### src/hw/rtl/nts_pkg.sv
// Shared types and constants for the nearest timestamp search block.
`timescale 1ns / 1ps

package nts_pkg;

   localparam int STAMP_W         = 63;
   localparam int INDEX_W         = 10;
   localparam int TABLE_DEPTH_DEF = 1024;

   // request command codes
   typedef enum logic [1:0] {
      CMD_CLEAR  = 2'd0,
      CMD_APPEND = 2'd1,
      CMD_QUERY  = 2'd2
   } command_type;

   // controller states
   typedef enum logic [2:0] {
      ST_IDLE,
      ST_FIRST,
      ST_LAST,
      ST_MID,
      ST_PROBE,
      ST_NEIGHBOR,
      ST_PICK,
      ST_DONE
   } ctrl_state_type;

   // table read address select
   typedef enum logic [2:0] {
      RD_FIRST,
      RD_LAST,
      RD_MID,
      RD_DEC,
      RD_INC
   } rd_sel_type;

   // search result select
   typedef enum logic [2:0] {
      RES_ZERO,
      RES_LAST,
      RES_MID,
      RES_PICK,
      RES_EMPTY
   } res_sel_type;

   // controller to datapath
   typedef struct packed {
      logic        accept;
      logic        rd_en;
      rd_sel_type  rd_sel;
      logic        set_mid;
      logic        init_bounds;
      logic        hi_to_mid;
      logic        lo_to_inc;
      logic        latch_vmid;
      logic        latch_diff;
      logic        set_result;
      res_sel_type res_sel;
      logic        load_rsp;
   } dp_cmd_type;

   // datapath to controller
   typedef struct packed {
      logic [1:0] command;
      logic       count_zero;
      logic       tgt_lt_q;
      logic       tgt_gt_q;
      logic       q_eq;
      logic       lo_lt_hi;
      logic       mid_nz;
      logic       mid_inc_lt_n;
      logic       side_high;
      logic       rsp_free;
   } dp_status_type;

endpackage

### src/hw/rtl/nts_ctrl.sv
// Search sequencer: state machine driving the table datapath.
`timescale 1ns / 1ps

module nts_ctrl
   import nts_pkg::*;
(
   input  logic          clock,
   input  logic          reset,
   input  logic          req_valid,
   output logic          req_ready,
   input  dp_status_type status,
   output dp_cmd_type    cmd
);

   ctrl_state_type state_ff, state_in;
   logic           accept;
   logic           nb_hit;

   assign req_ready = (state_ff == ST_IDLE);
   assign accept    = req_valid && req_ready;
   // neighbor brackets the target on the side being probed
   assign nb_hit    = status.side_high ? status.tgt_lt_q : status.tgt_gt_q;

   // state register
   always_ff @(posedge clock) begin
      if (reset) begin
         state_ff <= ST_IDLE;
      end else begin
         state_ff <= state_in;
      end
   end

   // next state
   always_comb begin
      state_in = state_ff;
      case (state_ff)
         ST_IDLE: begin
            if (accept && status.command == CMD_QUERY) begin
               state_in = status.count_zero ? ST_DONE : ST_FIRST;
            end
         end
         ST_FIRST: begin
            state_in = status.tgt_gt_q ? ST_LAST : ST_DONE;
         end
         ST_LAST: begin
            state_in = status.tgt_lt_q ? ST_MID : ST_DONE;
         end
         ST_MID: begin
            state_in = status.lo_lt_hi ? ST_PROBE : ST_DONE;
         end
         ST_PROBE: begin
            if (status.q_eq) begin
               state_in = ST_DONE;
            end else if (status.tgt_lt_q) begin
               state_in = status.mid_nz ? ST_NEIGHBOR : ST_MID;
            end else begin
               state_in = status.mid_inc_lt_n ? ST_NEIGHBOR : ST_MID;
            end
         end
         ST_NEIGHBOR: begin
            state_in = nb_hit ? ST_PICK : ST_MID;
         end
         ST_PICK: begin
            state_in = ST_DONE;
         end
         ST_DONE: begin
            if (status.rsp_free) begin
               state_in = ST_IDLE;
            end
         end
         default: begin
            state_in = ST_IDLE;
         end
      endcase
   end

   // datapath commands
   always_comb begin
      cmd         = '0;
      cmd.rd_sel  = RD_FIRST;
      cmd.res_sel = RES_ZERO;
      cmd.accept  = accept;
      case (state_ff)
         ST_IDLE: begin
            if (accept && status.command == CMD_QUERY) begin
               if (status.count_zero) begin
                  cmd.set_result = 1'b1;
                  cmd.res_sel    = RES_EMPTY;
               end else begin
                  cmd.rd_en  = 1'b1;
                  cmd.rd_sel = RD_FIRST;
               end
            end
         end
         ST_FIRST: begin
            if (status.tgt_gt_q) begin
               cmd.rd_en  = 1'b1;
               cmd.rd_sel = RD_LAST;
            end else begin
               cmd.set_result = 1'b1;
               cmd.res_sel    = RES_ZERO;
            end
         end
         ST_LAST: begin
            if (status.tgt_lt_q) begin
               cmd.init_bounds = 1'b1;
            end else begin
               cmd.set_result = 1'b1;
               cmd.res_sel    = RES_LAST;
            end
         end
         ST_MID: begin
            if (status.lo_lt_hi) begin
               cmd.set_mid = 1'b1;
               cmd.rd_en   = 1'b1;
               cmd.rd_sel  = RD_MID;
            end else begin
               cmd.set_result = 1'b1;
               cmd.res_sel    = RES_MID;
            end
         end
         ST_PROBE: begin
            if (status.q_eq) begin
               cmd.set_result = 1'b1;
               cmd.res_sel    = RES_MID;
            end else if (status.tgt_lt_q) begin
               if (status.mid_nz) begin
                  cmd.latch_vmid = 1'b1;
                  cmd.rd_en      = 1'b1;
                  cmd.rd_sel     = RD_DEC;
               end else begin
                  cmd.hi_to_mid = 1'b1;
               end
            end else begin
               if (status.mid_inc_lt_n) begin
                  cmd.latch_vmid = 1'b1;
                  cmd.rd_en      = 1'b1;
                  cmd.rd_sel     = RD_INC;
               end else begin
                  cmd.lo_to_inc = 1'b1;
               end
            end
         end
         ST_NEIGHBOR: begin
            if (nb_hit) begin
               cmd.latch_diff = 1'b1;
            end else if (status.side_high) begin
               cmd.lo_to_inc = 1'b1;
            end else begin
               cmd.hi_to_mid = 1'b1;
            end
         end
         ST_PICK: begin
            cmd.set_result = 1'b1;
            cmd.res_sel    = RES_PICK;
         end
         ST_DONE: begin
            cmd.load_rsp = status.rsp_free;
         end
         default: begin
            cmd.accept = 1'b0;
         end
      endcase
   end

endmodule

### config.mk
export PLATFORM = sky130hd
export DESIGN_NAME = nts_ctrl
export DESIGN_NICKNAME = d
export VERILOG_FILES = /design/src/hw/rtl/nts_pkg.sv /design/src/hw/rtl/nts_ctrl.sv
export SDC_FILE = /design/constraint.sdc
export NUM_CORES = 1
export LEC_CHECK = 0
export BUFFER_PORTS_ARGS = -buffer_cell sky130_fd_sc_hd__buf_2
export CAP_MARGIN = 20
export CORE_MARGIN = 3
export CORE_UTILIZATION = 39
export CTS_CLUSTER_SIZE = 25
export DETAILED_ROUTE_END_ITERATION = 10
export PLACE_DENSITY = 0.74
export SLEW_MARGIN = 5
export SYNTH_ARGS = -nofsm -noshare
export SYNTH_HDL_FRONTEND = slang
export SYNTH_SLANG_ARGS = --single-unit
### constraint.sdc
create_clock -name clock -period 1.05 [get_ports clock]
set_input_delay 0.0525 -clock clock [delete_from_list [all_inputs] [get_ports clock]]
set_output_delay 0.0525 -clock clock [all_outputs]
set_load 0.01 [all_outputs]
==> flow_metrics.env <==
export IMPL_hold_depth=4
export IMPL_diodes=0
export IMPL_netlist_area_um2=563.0
export IMPL_worstHoldEndpoint="state_ff[2]$_SDFFE_PP0P_"
export IMPL_cp_start_kind="register"
export IMPL_seq_area_frac_synth_pct=10.67
export IMPL_htreeDepth=1
export IMPL_maxSlewHeadroom_pct=74.30
export IMPL_grt_max_degree=9
export IMPL_drv_cap=0
export IMPL_root_buffer="clkbuf_4"
export IMPL_finalNetCount=136
export IMPL_power_frac_comb_pct=75.9
export IMPL_grt_ovfl_total=0
export IMPL_grt_pass1_wl_mm=3.263
export IMPL_wl_mm=2.034
export IMPL_yosysTopAreaCell="dfxtp_1"
export IMPL_slew_viol_final=0
export IMPL_clkTransAtPathRegs_ns=0.04
export IMPL_ys_ff_latch=3
export IMPL_drc_errors=0
export IMPL_synthDistinctLibCells=39
export IMPL_largest_register="state_ff"
export IMPL_yosysMostFrequentCell="nand2_1"
export IMPL_rows=13
export IMPL_fin_ws_ns=-0.4854
export IMPL_die_w_um=44.00
export IMPL_cts_num_sinks=3
export IMPL_multi_input_area_um2=528.0
export IMPL_slowest_stage="or3b_4"
export IMPL_swShare_pct=43.10
export IMPL_skew_ns=0.007154
export IMPL_yosys_warnings=0
export IMPL_wire_per_inst_um=14.96
export IMPL_post_place_cells=125
export IMPL_register_area_um2=71.32
export IMPL_ir_worst_vdd_uv=1157
export IMPL_initial_core_util_pct=42.21
export IMPL_async_flop_share_pct=0
export IMPL_worst_r2r_path_depth=5
export IMPL_synth_edf_count=0
export IMPL_dp_slack_ns=-0.3206
export IMPL_status="finished, violations left"
export IMPL_portBuffers=30
export IMPL_tightestPinTransition_ns=0.3841
export IMPL_synthTopCellsByArea="dfxtp_1 11%, buf_6 8.0%, mux2i_1 5.3%, nand2_1 5.3%, o41ai_4 4.9%"
export IMPL_critPathMaxFanout=8
export IMPL_min_delay_start="reset"
export IMPL_via_per_inst=5.522
export IMPL_clk_latency_ns=0.23
export IMPL_area_growth_pct=79.56
export IMPL_syn_avg_cell_area_um2=8.160
export IMPL_fillerInstances=101
export IMPL_grt_total_usage_pct=22.27
export IMPL_required_ns=1.00
export IMPL_seq_power_share_pct=14.2
export IMPL_slowest_delay_ns=0.41
export IMPL_p_int_uw=1168
export IMPL_clk_path_buf_depth=2
export IMPL_cellLeakagePower_uw=0.0004940
export IMPL_finalCriticalPeriod_ns=1.535
export IMPL_stdcell_count=136
export IMPL_worstReg2RegStart="state_ff[1]$_SDFFE_PP0P_"
export IMPL_antenna_found_initial=0
export IMPL_largest_reg_flops=3
export IMPL_netSwitchingPower_uw=884.4
export IMPL_rr_endpoint="state_ff[0]$_SDFFE_PP0P_"
export IMPL_critPathKind="reg2out"
export IMPL_violations="setup timing"
export IMPL_place_congestion=0.8910
export IMPL_worstHoldPathType="in2reg"
export IMPL_syn_inst=69
export IMPL_num_vias=751
export IMPL_synth_ff_type="dfxtp_1"
export IMPL_cts_hold_buf=0
export IMPL_drtPass1Iterations=4
export IMPL_drive_gt1_share_pct=71.90
export IMPL_io_pins=31
export IMPL_timing_fmax_ghz=0.6513
export IMPL_die_h_um=44.00
export IMPL_drt_iter0_drc=12
export IMPL_finalCritPeriodShare_pct=146.2
export IMPL_synth_top_area_share_pct=10.67
export IMPL_p_clk_share_pct=9.9
export IMPL_fp_dieArea_mm2=0.001936
export IMPL_rrSetupSlack_ns=-0.28
export IMPL_cp_cell_sequence="nor3b_1 -> o21ai_1 -> or3b_4 -> buf_6"
export IMPL_cts_buffers=3
export IMPL_cts_tree="built"
export IMPL_top_regs="state_ff: 3 flops"
export IMPL_rsz0062_at_grt="true"
export IMPL_synth_nets=83
export IMPL_hold_viol_final=0
export IMPL_setup_viol=20
export IMPL_grt_pass1_vias=748
export IMPL_power_density_mw_per_mm2=2030
export IMPL_end_kind="primary output"
export IMPL_ant_nets=0
export IMPL_arrival_ns=1.48
export IMPL_dp_hpwl_mm=1.399
export IMPL_ys_top_cells_by_count="8 x nand2_1, 6 x nor2_1, 4 x buf_6"
export IMPL_core_area_mm2=0.001334
cell usage in the layout, fill, tap and decap left out, types with 2 or more instances in the layout:
cell      Yosys  final
nand3b_1      2      2
dfxtp_4       0      3
buf_2         1     29
nand2_1       8      5
mux2i_1       3      2
buf_4         1     19
nand2_2       0      2
inv_1         2      2
nor2_1        6      3
buf_6         4      6
nor2_2        1      4
o21ai_2       0      2
nor3b_1       3      2
nand2b_1      3      2
o21ai_0       2      2
and3b_1       2      2
nand3_2       1      2
clkbuf_4      0      3
a41oi_2       1      2
repair_timing:
action,in CTS,in global routing
endpoints found under the setup margin,20,20
gates resized for setup,20,6
pin swaps,9,5
cloned,0,0
buffers inserted,5,2
hold endpoints to repair,0,0
routing by layer:
metal	up-vias	share of wire [%]	GRT usage, %
li1	364	-	-
met1	348	40	24.26
met4	0	3.0	9.639
met5	-	0	0
met3	6	6.1	3.320
met2	33	51	41.57
worst max path at each step:
stage,from,slack (ns),to,cells after the start
after global placement,state_ff[2]$_SDFFE_PP0P_,-0.29,cmd[11],5
after global routing,state_ff[2]$_SDFFE_PP0P_,-0.54,cmd[8],5
after CTS,state_ff[1]$_SDFFE_PP0P_,-0.43,cmd[4],4
after floorplan,state_ff[1]$_SDFFE_PP0P_,-0.10,cmd[4],4
final,state_ff[0]$_SDFFE_PP0P_,-0.49,cmd[4],4
after detailed placement,state_ff[2]$_SDFFE_PP0P_,-0.32,cmd[12],5
cell families (layout without fill, tap and decap cells):
group	count (synthesis)	in the layout	share of synthesized area, %
buffers and inverters	9	61	12.22
AO/OA/AOI/OAI	18	18	27.12
flip-flops	3	3	10.67
multiplexers	3	3	5.334
AND/OR/NAND/NOR	36	36	44.67
stage by stage:
stage | hold WS, ns | TNS (ns) | power (µW) | cell area [µm²] | util (%)
floorplan | 0.1796 | -0.3358 | 1054 | 588.1 | -
global placement | 0.3273 | -2.603 | 1397 | 827.0 | 62.01
detailed placement | 0.3434 | -3.136 | 1427 | 827.0 | 62.01
CTS | 0.09314 | -4.937 | 1917 | 973.4 | 72.98
global route | 0.1122 | -6.997 | 2178 | 1011 | 75.80
finish | 0.1021 | -5.783 | 2052 | 1011 | 75.80
power groups by stage:
stage | Sequential, µW | Combinational (µW) | Clock (µW)
after floorplan | 205 | 848 | 0
after global placement | 250 | 1150 | 0
after detailed placement | 265 | 1160 | 0
after CTS | 277 | 1430 | 206
after global routing | 299 | 1660 | 221
final | 291 | 1560 | 202
critical path, delay by kind of cell (launching register included):
kind            cells  cell delay, ns
flops               1            0.37
simple gates        2            0.55
buf+inv             1            0.13
compound gates      1            0.20
final cells by class:
cell class                 instances  area share (%)
multi-input combinational         57           52.23
timing repair buffer              54           35.15
sequential                         3           7.054
clock buffer                       4           2.599
tap                               15           1.856
inverter                           3           1.114
(Power assumes the default switching activity.)
